$ cat src/sv/rot90_pkg.sv
package rot90_pkg;

  localparam int DEF_MAX_DIM    = 256;
  localparam int DEF_PIXEL_BITS = 24;
  localparam int DIM_RESET      = 256;

  // configuration port
  localparam int CFG_W     = 9;
  localparam int CFG_IDX_W = 1;

  typedef enum logic [CFG_IDX_W-1:0] {
    REG_FRAME_WIDTH  = 1'b0,
    REG_FRAME_HEIGHT = 1'b1
  } cfg_reg_t;

  // per-beat control carried from front to back
  typedef struct packed {
    logic emit;    // previous frame is held, read one pixel out
    logic last;    // last source pixel of the frame
    logic wr_sel;  // store being written; the other one is read
  } rot_ctl_t;

  localparam int CTL_W = $bits(rot_ctl_t);

endpackage

$ cat src/sv/rot_front.sv
module rot_front #(
  parameter int MAX_DIM    = rot90_pkg::DEF_MAX_DIM,
  parameter int PIXEL_BITS = rot90_pkg::DEF_PIXEL_BITS
) (
  input  logic                                clk,
  input  logic                                rst_n,
  input  logic                                cfg_write_en,
  input  logic [rot90_pkg::CFG_IDX_W-1:0]     cfg_index,
  input  logic [rot90_pkg::CFG_W-1:0]         cfg_wdata,
  input  logic                                in_valid,
  output logic                                in_stall,
  input  logic [PIXEL_BITS-1:0]               in_pixel_in,
  input  logic                                q_full,
  output logic                                push,
  output rot90_pkg::rot_ctl_t                 push_ctl,
  output logic [$clog2(MAX_DIM*MAX_DIM)-1:0]  push_waddr,
  output logic [$clog2(MAX_DIM*MAX_DIM)-1:0]  push_raddr,
  output logic [PIXEL_BITS-1:0]               push_pixel
);

  localparam int DW = $clog2(MAX_DIM + 1);
  localparam int CW = $clog2(MAX_DIM);
  localparam int AW = $clog2(MAX_DIM * MAX_DIM);
  localparam int EW = (DW > rot90_pkg::CFG_W) ? DW : rot90_pkg::CFG_W;
  localparam int PW = 2 * DW;
  localparam int RST_DIM = (rot90_pkg::DIM_RESET < MAX_DIM) ? rot90_pkg::DIM_RESET : MAX_DIM;
  localparam int RD_MAX = MAX_DIM * MAX_DIM - 1;

  logic [DW-1:0] width_r, width_nxt;
  logic [DW-1:0] height_r, height_nxt;
  logic [CW-1:0] col_r, col_nxt;
  logic [CW-1:0] row_r, row_nxt;
  logic [AW-1:0] rd_idx_r, rd_idx_nxt;
  logic          act_r, act_nxt;
  logic          ready_r, ready_nxt;

  logic [EW-1:0] cfg_ext;
  logic [DW-1:0] cfg_dim;
  logic          col_last;
  logic          row_last;
  logic          last;
  logic [DW-1:0] col_rev;
  logic [PW-1:0] prod;

  // 0 acts as 1, anything above the maximum as the maximum
  always_comb begin
    cfg_ext = EW'(cfg_wdata);
    if (cfg_ext == '0) begin
      cfg_dim = DW'(1);
    end else if (cfg_ext > EW'(MAX_DIM)) begin
      cfg_dim = DW'(MAX_DIM);
    end else begin
      cfg_dim = DW'(cfg_ext);
    end
  end

  assign col_last = ((DW'(col_r) + DW'(1)) == width_r);
  assign row_last = ((DW'(row_r) + DW'(1)) == height_r);
  assign last     = col_last && row_last;

  // rotated address (w-1-col)*h + row
  assign col_rev = width_r - DW'(1) - DW'(col_r);
  assign prod    = PW'(col_rev) * PW'(height_r);

  assign in_stall   = q_full;
  assign push       = in_valid && !q_full;
  assign push_waddr = AW'(prod + PW'(row_r));
  assign push_raddr = rd_idx_r;
  assign push_pixel = in_pixel_in;

  always_comb begin
    push_ctl.emit   = ready_r;
    push_ctl.last   = last;
    push_ctl.wr_sel = act_r;
  end

  always_comb begin
    width_nxt  = width_r;
    height_nxt = height_r;
    col_nxt    = col_r;
    row_nxt    = row_r;
    rd_idx_nxt = rd_idx_r;
    act_nxt    = act_r;
    ready_nxt  = ready_r;
    if (cfg_write_en) begin
      unique case (rot90_pkg::cfg_reg_t'(cfg_index))
        rot90_pkg::REG_FRAME_WIDTH:  width_nxt  = cfg_dim;
        rot90_pkg::REG_FRAME_HEIGHT: height_nxt = cfg_dim;
      endcase
      col_nxt    = '0;
      row_nxt    = '0;
      rd_idx_nxt = '0;
      ready_nxt  = 1'b0;
    end else if (push) begin
      if (last) begin
        col_nxt    = '0;
        row_nxt    = '0;
        rd_idx_nxt = '0;
        act_nxt    = !act_r;
        ready_nxt  = 1'b1;
      end else begin
        if (col_last) begin
          col_nxt = '0;
          row_nxt = row_r + CW'(1);
        end else begin
          col_nxt = col_r + CW'(1);
        end
        if (rd_idx_r != AW'(RD_MAX)) begin
          rd_idx_nxt = rd_idx_r + AW'(1);
        end
      end
    end
  end

  always_ff @(posedge clk) begin
    if (!rst_n) begin
      width_r  <= DW'(RST_DIM);
      height_r <= DW'(RST_DIM);
      col_r    <= '0;
      row_r    <= '0;
      rd_idx_r <= '0;
      act_r    <= 1'b0;
      ready_r  <= 1'b0;
    end else begin
      width_r  <= width_nxt;
      height_r <= height_nxt;
      col_r    <= col_nxt;
      row_r    <= row_nxt;
      rd_idx_r <= rd_idx_nxt;
      act_r    <= act_nxt;
      ready_r  <= ready_nxt;
    end
  end

endmodule

$ cat config.mk
export PLATFORM = sky130hd
export DESIGN_NAME = rot_front
export DESIGN_NICKNAME = d
export VERILOG_FILES = /design/src/sv/rot90_pkg.sv /design/src/sv/rot_front.sv
export SDC_FILE = /design/constraint.sdc
export NUM_CORES = 1
export LEC_CHECK = 0
export BUFFER_PORTS_ARGS = -buffer_cell sky130_fd_sc_hd__buf_2
export CAP_MARGIN = 0
export CELL_PAD_IN_SITES_DETAIL_PLACEMENT = 0
export CELL_PAD_IN_SITES_GLOBAL_PLACEMENT = 1
export CORE_MARGIN = 3
export CORE_UTILIZATION = 39
export DETAILED_ROUTE_END_ITERATION = 10
export PLACE_DENSITY = 0.79
export SYNTH_ARGS = -nofsm -noshare
export SYNTH_HDL_FRONTEND = slang
export SYNTH_SLANG_ARGS = --single-unit
$ cat constraint.sdc
create_clock -name clk -period 7.9 [get_ports clk]
set_clock_uncertainty 0.15 [all_clocks]
set_input_delay 2.37 -clock clk [delete_from_list [all_inputs] [get_ports clk]]
set_output_delay 2.37 -clock clk [all_outputs]
set_load 0.02 [all_outputs]
==> flow_summary.yaml <==
drt:
  dr.pass1.iters: 5
  drc: 0
  num_vias: 5353
  ant_nets: 0
  wl_per_cell_um: 14.6
  drtIter0Drc: 292
  routed_via_density: 5.19
  totalWireLength_um: 15000
cts:
  tritoncts: "built"
  cts_hold_buf: 0
  root_buffer: "clkbuf_16"
  cts.reportedPaths.clkPinSlew_ps: 70
  cts_buffers: 5
  cts.htree.levels: 2
  clk_latency_ps: 290
  clockBufferDepth: 2
  cts.sinks: 52
layout:
  area_growth_pct: 22.9
  fin_nets: 968
  ff_latch_area_mm2: 0.00104
  fill_cells: 1461
  postLayoutCoreUtil: 0.492
  multi_input_area_mm2: 0.00490
  drive_above_1_share: 0.261
logic_synthesis:
  synth_cell_types: 55
  synthFlopType: "dfxtp_1"
  syn_avg_cell_area_um2: 8.26
  seq_area_frac_synth: 0.170
  synth_edf_count: 0
  synthCells: 742
  synth_top_area_share: 0.176
  async_flop_share: 0
  yosys-top-cells-area: "fa_1 18%, dfxtp_1 17%, ha_1 11%"
  synth_warnings: 0
  netlist_area_mm2: 0.00613
  synth_nets: 891
  synth_seq_cells: 52
  yosysTopAreaCell: "fa_1"
placement:
  gp_congestion: 0.849
  io_buffers: 51
  dp_hpwl_um: 11600
sta:
  relSlewSlack: 0.422
  max_freq_mhz: 119
  holdWs_ps: 335
  fin_crit_ps: 8410
  rsz0062_at_grt: "true"
  setup_violations: 8
  worst_slack_ps: -510
  fin_crit_sh: 1.06
  drv_slew: 0
  tightest_slew_ps: 867
  finalHoldViolCount: 0
outcome:
  violations: "negative setup slack"
  status: "complete, but fails checks"
die:
  die-area_mm2: 0.0173
  fp-row-count: 45
  core_mm2: 0.0153
  ios: 100
  die_x_um: 131
  start_util: 0.400
  die_h_um: 131
setup_path:
  cp_max_fo: 5
  cpMaxStageDelayCell: "fa_1"
  cp_slowest_stage_delay_ps: 590
  critPathArrivalTime_ps: 5890
  crit_required_ps: 5380
  rr_worst_depth: 11
  cp-end-kind: "primary output"
  cp-start-kind: "flip-flop"
  crit_type: "reg -> out"
  path_cells: "inv_2, ha_4, fa_2, a21oi_2, o211ai_1, buf_4, o41ai_4, xnor2_1, nand2b_1, fa_1, inv_1, fa_1, fa_1, fa_1, ha_4, ha_4, buf_4, and3_4, a211oi_4, or3_4, xnor2_2, buf_4"
  path_common_cell: "fa_1"
grt:
  grt_pass1_vias: 5285
  gr-usage-all-layers: 0.172
  grt_max_degree: 25
  grt_overflow: 0
  antenna_found_initial: 1
  grt_pass1_wl_um: 25400
pwr:
  p_per_area_mw_per_mm2: 140
  finalPower_mw: 1.06
  p_leak_nw: 3.33
  vdd_drop_max_mv: 0.0985
worst_hold_path:
  hold_depth: 2
  min_path_type: "reg -> reg"
job:
  cap_viol_max_count: 0
## per-stage QoR
stage	setup slack (ps)	std cells	area (um2)	TNS, ps
after global routing	-679	1032	7540	-4400
after floorplan	-215	742	6270	-531
after global placement	-285	1008	6910	-955
after CTS	-489	1021	7340	-2460
final	-510	1032	7540	-2440
after detailed placement	-325	1008	6910	-1070
## logic make-up (layout without fill, tap and decap cells)
group | count (synthesis) | after routing | synth area share
buffers and inverters | 136 | 214 | 0.104
AND/OR/NAND/NOR | 270 | 270 | 0.239
adder cells (fa/ha/maj) | 110 | 110 | 0.291
XOR/XNOR | 47 | 47 | 0.0671
other | 0 | 1 | 0
flip-flops | 52 | 52 | 0.170
AO/OA/AOI/OAI | 124 | 124 | 0.124
multiplexers | 3 | 3 | 0.00510
## critical path: cells and delay by family, from the launching register on
family	cells	cell delay [ps]
xor+xnor	2	280
buf+inv	5	550
simple gates	3	790
compound gates	4	600
flops	1	330
fa+ha+maj	8	3050
## synthesized netlist by cell type (all sizes together), types with 10 or more instances
master  instances
nand2          71
fa             54
nor2b          17
o21ai          24
clkbuf         24
dfxtp          52
a21oi          52
inv            76
nor3           10
and2           43
or3            15
xor2           12
buf            35
nand3          24
and3           11
nand3b         12
xnor2          35
ha             56
nor2           28
## per-layer routing
metal / part of all wire / vias up / GRT usage
met1: 0.45 / 2621 / 0.234
met2: 0.50 / 99 / 0.292
met4: 0.0098 / 0 / 0.0362
li1: - / 2613 / -
met3: 0.040 / 20 / 0.0226
met5: 0 / - / 0
## registers in the layout, summed over array words and instances (netlist names)
| name | cells |
|---|---|
| act_r | 1 |
| row_r | 8 |
| col_r | 8 |
| ready_r | 1 |
| height_r | 9 |
| push_raddr | 16 |
| width_r | 9 |
## power by group
group / leakage, nW / internal, mW / switching [mW] / total, mW
registers: 0.422 / 0.266 / 0.00665 / 0.272
clock network: 0.0691 / 0.126 / 0.0991 / 0.225
logic: 2.83 / 0.277 / 0.283 / 0.560
## what timing repair did
action,4_1_cts,5_1_grt
setup buffers,5,10
resized for setup,46,21
pin swaps,45,36
setup endpoints to repair,9,10
## layout by cell type (no fill, tap or decap), drive strengths merged, types with 2 or more instances in the layout
cell type  instances
a31oi              9
or2                2
mux2i              2
buf              129
nor3b              7
xnor2             35
clkbuf             6
xor2              12
o21ai             24
and3              11
nand4              8
nand2b             8
nor4               2
or4                6
nor2b             17
nor3              10
a21oi             52
dfxtp             52
nand2             71
o211ai             4
and2              43
a211oi             5
ha                56
nand3b            12
clkinvlp           2
o21bai             4
fa                54
a21boi             9
nor2              28
nand3             24
or3               15
a21o               4
and4               3
o31ai              3
o41ai              3
inv               76
## cell type report
class | count | area share
repair buffers | 129 | 0.117
flip-flops and latches | 52 | 0.139
diodes | 1 | 0.000332
well taps | 211 | 0.0350
clock buffers | 6 | 0.0184
clock inverters | 2 | 0.00199
multi-input cells | 554 | 0.650
inverters | 77 | 0.0384
## path summary, 6_finish.rpt
kind / slack, ps / endpoint / start
worst min register to register: 330 / ready_r / ready_r
worst max register to register: 4440 / push_raddr[7] / col_r[1]
worst min-delay path: 330 / ready_r / ready_r
worst max-delay path: -510 / push_waddr[13] / col_r[0]
Power figures use the tool's default switching activity.
