`src/sv/rot_fifo.sv`:
```
module rot_fifo #(
  parameter int WIDTH = 8,
  parameter int DEPTH = 2
) (
  input  logic             clk,
  input  logic             rst_n,
  input  logic             push,
  input  logic [WIDTH-1:0] din,
  output logic             full,
  input  logic             pop,
  output logic [WIDTH-1:0] dout,
  output logic             empty
);

  localparam int PW = (DEPTH > 1) ? $clog2(DEPTH) : 1;
  localparam int CNTW = $clog2(DEPTH + 1);

  logic [WIDTH-1:0] slot_r [DEPTH];
  logic [PW-1:0]    wr_ptr_r, wr_ptr_nxt;
  logic [PW-1:0]    rd_ptr_r, rd_ptr_nxt;
  logic [CNTW-1:0]  count_r, count_nxt;

  assign full  = (count_r == CNTW'(DEPTH));
  assign empty = (count_r == '0);
  assign dout  = slot_r[rd_ptr_r];

  always_comb begin
    wr_ptr_nxt = wr_ptr_r;
    rd_ptr_nxt = rd_ptr_r;
    count_nxt  = count_r;
    if (push) begin
      wr_ptr_nxt = (wr_ptr_r == PW'(DEPTH - 1)) ? '0 : wr_ptr_r + PW'(1);
    end
    if (pop) begin
      rd_ptr_nxt = (rd_ptr_r == PW'(DEPTH - 1)) ? '0 : rd_ptr_r + PW'(1);
    end
    if (push && !pop) begin
      count_nxt = count_r + CNTW'(1);
    end else if (pop && !push) begin
      count_nxt = count_r - CNTW'(1);
    end
  end

  always_ff @(posedge clk) begin
    if (!rst_n) begin
      wr_ptr_r <= '0;
      rd_ptr_r <= '0;
      count_r  <= '0;
    end else begin
      wr_ptr_r <= wr_ptr_nxt;
      rd_ptr_r <= rd_ptr_nxt;
      count_r  <= count_nxt;
    end
  end

  always_ff @(posedge clk) begin
    if (push) begin
      slot_r[wr_ptr_r] <= din;
    end
  end

endmodule

```
`config.mk`:
```
export PLATFORM = sky130hd
export DESIGN_NAME = rot_fifo
export DESIGN_NICKNAME = d
export VERILOG_FILES = /design/src/sv/rot_fifo.sv
export SDC_FILE = /design/constraint.sdc
export NUM_CORES = 1
export LEC_CHECK = 0
export BUFFER_PORTS_ARGS = -buffer_cell sky130_fd_sc_hd__buf_2
export CORE_MARGIN = 5
export CORE_UTILIZATION = 45
export CTS_CLUSTER_DIAMETER = 100
export DETAILED_ROUTE_END_ITERATION = 8
export PLACE_DENSITY = 0.7
export SYNTH_ARGS = -nofsm -noshare
export SYNTH_HDL_FRONTEND = slang
export SYNTH_SLANG_ARGS = --single-unit
```
`constraint.sdc`:
```
create_clock -name clk -period 2 [get_ports clk]
set_input_delay 0.2 -clock clk [delete_from_list [all_inputs] [get_ports clk]]
set_output_delay 0.2 -clock clk [all_outputs]
set_load 0.1 [all_outputs]
```
==> results of run 1 <==
## critical path: stages, from the launching register on
cell and delay, ns:
dfxtp_1 0.53, mux2_2 0.38, buf_2 0.29
## sequential cells by signal, indices dropped and copies added (netlist names), named ones only
name,flops
wr_ptr_r,1
slot_r,16
count_r,2
rd_ptr_r,1
## placed cells by master, fill, tap and decap left out, types with 2 or more instances in the layout
master,synthesis,final
dfxtp_1,5,5
edfxtp_1,16,16
xor2_1,2,2
clkbuf_4,0,3
mux2_2,8,8
buf_2,1,21
nor2b_1,2,2
and2_1,4,4
## synthesized netlist by cell type
cell,count
edfxtp_1,16
mux2_2,8
dfxtp_1,5
and2_1,4
nor2b_1,2
xor2_1,2
a21boi_1,1
and2b_2,1
buf_2,1
ha_1,1
inv_1,1
nor2_1,1
o21a_1,1
o21ai_0,1
or3_1,1
xnor2_1,1
## layout make-up
cell class                 instances  area share
sequential                        21       0.605
multi-input combinational         24       0.214
timing repair buffer              22       0.117
tap                               25      0.0326
clock buffer                       4      0.0274
inverter                           1     0.00391
## per-layer routing
layer | vias up | track usage | share of wire
li1 | 221 | - | -
met1 | 199 | 0.114 | 0.45
met2 | 13 | 0.157 | 0.46
met3 | 2 | 0.0287 | 0.072
met4 | 0 | 0.0524 | 0.015
met5 | - | 0 | 0
## through the flow
stage | std cells | utilization
CTS | 97 | 0.562
floorplan | 47 | -
global placement | 93 | 0.547
finish | 97 | 0.562
detailed placement | 93 | 0.547
global route | 97 | 0.562
## worst paths after layout
| kind | start | endpoint | depth (start not counted) |
|---|---|---|---|
| setup reg to reg | wr_ptr_r$_SDFFE_PN0P_ | slot_r[1][7]$_DFFE_PP_ | 1 |
| setup / recovery | flip-flop | dout[3] | 2 |
| hold reg to reg | count_r[1]$_SDFFE_PN0P_ | count_r[1]$_SDFFE_PN0P_ | 2 |
| hold / removal | din[0] | slot_r[0][0]$_DFFE_PP_ | 1 |
## cells by family after synthesis
kind of cell / count (synthesis) / share of synthesized area
flip-flops: 21 / 0.731
AND/OR/NAND/NOR: 9 / 0.0709
multiplexers: 8 / 0.113
AO/OA/AOI/OAI: 3 / 0.0252
XOR/XNOR: 3 / 0.0331
buffers and inverters: 2 / 0.0110
adder cells (fa/ha/maj): 1 / 0.0157
## power by group through the flow
stage | Clock [W] | Sequential [W] | Combinational [W]
4_1_cts | 0.000200 | 0.000516 | 0.000279
2_1_floorplan | 0 | 0.000518 | 0.000242
3_5_place_dp | 0 | 0.000526 | 0.000278
5_1_grt | 0.000217 | 0.000520 | 0.000290
3_3_place_gp | 0 | 0.000525 | 0.000277
6_report | 0.000192 | 0.000515 | 0.000276
==> flow_metrics.tcl, run 1 <==
set metrics [dict create \
    synth_top_area_share 0.605 \
    rsz0062_at_grt "no" \
    ios 22 \
    cts_buffers 3 \
    leakage_nw 0.382 \
    cts-resized-gates 0 \
    drcViolationCount 0 \
    min_period_ns 1.69 \
    syn-num-nets 60 \
    worstSetupPathType "flip-flop to output port" \
    rrSetupSlack_ns 0.94 \
    cp.arrival_ns 1.49 \
    viasPerCell 4.48 \
    pre_cts_slack_ns 0.620 \
    grt_antenna_before_repair 0 \
    core_area_sq_um 1710 \
    synth_area_sq_um 795 \
    setup_violations 0 \
    firstDrtPassIters 2 \
    internal-power_w 0.000638 \
    regArea_sq_um 581 \
    cts-root-buf "clkbuf_4" \
    ir_worst_vdd_mv 0.396 \
    grt_pass1_vias 462 \
    gp_congestion 0.653 \
    fin_tns_setup_ns 0 \
    area_growth_pct 20.8 \
    ys_ff_latch 21 \
    drive_gt1_frac 0.472 \
    switchingPower_w 0.000346 \
    hold_class "input pin to flip-flop" \
    cp_max_fo 8 \
    setup_ws_ns 0.306 \
    cts_tree "built" \
    synth_area_leaders "edfxtp_1 (60%), dfxtp_1 (13%), mux2_2 (11%)" \
    combPwrFrac 0.281 \
    first_iter_violations 2 \
    clock-sinks 21 \
    worstPathRequired_ns 1.80 \
    timing.final.crit_share 0.847 \
    htree_levels 1 \
    netSwitchingFraction 0.351 \
    synth_cell_types 16 \
    multi_input_area_sq_um 205 \
    ctsHoldBuffers 0 \
    grt_overflow 0 \
    skew_ns 0.00147 \
    antenna_left 0 \
    cp-end-kind "output port" \
    place_area_sq_um 933 \
    finalPower_w 0.000984 \
    startpoint_type "flip-flop" \
    yosys.area.top_type "edfxtp_1" \
    hold_viol 0 \
    antenna_cells 0 \
    wire_per_inst_um 11.6 \
    port_buffers 21 \
    ys_warn_count 0 \
    track_usage 0.0970 \
    seq_power_share 0.524 \
    initial_core_util 0.465 \
    clockBufferDepth 2 \
    postCtsSetupRepairBufs 0 \
    slew_headroom 0.674 \
    grt_pass1_wl_um 1900 \
    synth-seq-area-share 0.731 \
    grt_max_degree 12 \
    dieArea_sq_um 2710 \
    timing.fmax_mhz 590 \
    status "complete, no violations" \
    synth_area_per_cell_sq_um 16.9 \
    clockPowerShare 0.195 \
    holdWs_ns 0.0863 \
    layout.nets 86 \
    wl_um 1130 \
    stdcell_area_sq_um 960 \
    power_density_nw_per_um2 1030 \
    rows 15 \
    die_h_um 52.0 \
    drv_cap 0 \
    via_count 435 \
    finalMaxSlewViolations 0 \
    n_fill_cell 152 \
    die_w_um 52.0 \
    worstSkewPairLatency_ns 0.29 \
    clk_pin_slew_ns 0.10 \
    synth_cells 47 \
    tightest_slew_ns 0.493 \
]
No activity file was read; power rests on OpenSTA's default activity.
==> inputs of run 2 (changes only) <==
--- a/config.mk
+++ b/config.mk
@@ -7,10 +7,10 @@
 export LEC_CHECK = 0
 export BUFFER_PORTS_ARGS = -buffer_cell sky130_fd_sc_hd__buf_2
 export CORE_MARGIN = 5
-export CORE_UTILIZATION = 45
+export CORE_UTILIZATION = 44
 export CTS_CLUSTER_DIAMETER = 100
 export DETAILED_ROUTE_END_ITERATION = 8
-export PLACE_DENSITY = 0.7
+export PLACE_DENSITY = 0.72
 export SYNTH_ARGS = -nofsm -noshare
 export SYNTH_HDL_FRONTEND = slang
 export SYNTH_SLANG_ARGS = --single-unit
==> constraint.sdc (replaced) <==
create_clock -name clk -period 1.4 [get_ports clk]
set_input_delay 0.14 -clock clk [delete_from_list [all_inputs] [get_ports clk]]
set_output_delay 0.14 -clock clk [all_outputs]
set_load 0.1 [all_outputs]
==> flow_metrics.tcl, run 2 (synthesis gave the netlist of run 1 again) <==
set metrics [dict create \
    cts-resized-gates 2 \
    final_cell_mix "edfxtp_1 (16), buf_2 (12), buf_12 (9)" \
    rows 15 \
    largest_register "slot_r" \
    holdWs_ns 0.0262 \
    finalPower_w 0.00154 \
    hp-start "din[6]" \
    status "complete, no violations" \
    area_growth_pct 42.4 \
    setup_violations 0 \
    hold_viol 0 \
    layout.nets 86 \
    port_buffers 21 \
    leakage_nw 0.460 \
    drcViolationCount 0 \
    viasPerCell 4.48 \
    postCtsSetupRepairBufs 0 \
    initial_core_util 0.460 \
    timing.final.crit_share 0.991 \
    place_area_sq_um 1070 \
    first_iter_violations 8 \
    wl_um 1200 \
    clockBufferDepth 2 \
    rrSetupSlack_ns 0.36 \
    clk_pin_slew_ns 0.11 \
    track_usage 0.0939 \
    power_density_nw_per_um2 1360 \
    antenna_left 0 \
    die_h_um 52.5 \
    htree_levels 1 \
    cts_tree "built" \
    reg_top3 "slot_r (16), count_r (2)" \
    dieArea_sq_um 2760 \
    drive_gt1_frac 0.500 \
    cp_max_fo 8 \
    grt_pass1_vias 403 \
    min_period_ns 1.39 \
    grt_antenna_before_repair 0 \
    wire_per_inst_um 12.4 \
    largest_reg_flops 16 \
    slew_headroom 0.677 \
    drv_cap 0 \
    worstPathRequired_ns 1.26 \
    clock-sinks 21 \
    ir_worst_vdd_mv 0.865 \
    firstDrtPassIters 2 \
    cp-end-kind "output port" \
    tightest_slew_ns 0.488 \
    timing.fmax_mhz 721 \
    worstSetupPathType "flip-flop to output port" \
    die_w_um 52.5 \
    worstSkewPairLatency_ns 0.29 \
    grt_pass1_wl_um 1820 \
    rsz0062_at_grt "yes" \
    cts_buffers 3 \
    ctsHoldBuffers 0 \
    startpoint_type "flip-flop" \
    finalMaxSlewViolations 0 \
    r2r-start "wr_ptr_r$_SDFFE_PN0P_" \
    ios 22 \
    setup_ws_ns 0.0126 \
    stdcell_area_sq_um 1130 \
    cp.arrival_ns 1.25 \
    gp_congestion 0.627 \
    final_common_cell "edfxtp_1" \
    cts-root-buf "clkbuf_4" \
    grt_overflow 0 \
    core_area_sq_um 1730 \
    via_count 435 \
    skew_ns 0.00436 \
    dpl.hpwl_um 897 \
    grt_max_degree 12 \
    hold_class "input pin to flip-flop" \
    pre_cts_slack_ns 0.149 \
    antenna_cells 0 \
]
## run 2: per-layer routing
layer	part of all wire	vias to the layer above	track usage
met5	0	-	0
met1	0.42	202	0.109
met4	0	0	0.0511
met2	0.51	13	0.151
met3	0.068	0	0.0313
li1	-	220	-
## run 2: path summary, 6_finish.rpt
kind                                   to  cells after the start
setup / recovery                  dout[3]                      2
hold / removal     slot_r[0][6]$_DFFE_PP_                      1
setup reg to reg   slot_r[1][1]$_DFFE_PP_                      1
hold reg to reg   count_r[1]$_SDFFE_PN0P_                      2
## run 2: through the flow
stage,TNS (ns),util,cells
6_report,0,0.655,97
5_1_grt,-0.331,0.655,97
4_1_cts,-0.121,0.638,97
3_5_place_dp,0,0.620,93
3_3_place_gp,0,0.620,93
2_1_floorplan,0,-,47
## run 2: area by class of cell
type                       count  area, sq um
tap                           25         31.3
multi-input combinational     24          238
inverter                       1         3.75
fill                         132          596
clock buffer                   4         26.3
sequential                    21          584
timing repair buffer          22          248
## run 2: critical path: stages (launching register included)
cell     delay (ns)
dfxtp_4        0.45
mux2_4         0.33
buf_12         0.17
## run 2: report_power, final
part | leakage (nW) | internal, W | switching [W]
combinational | 0.253 | 0.000191 | 0.000324
clock | 0.0150 | 0.000111 | 0.000169
sequential | 0.192 | 0.000714 | 0.0000302
total | 0.460 | 0.00101 | 0.000523
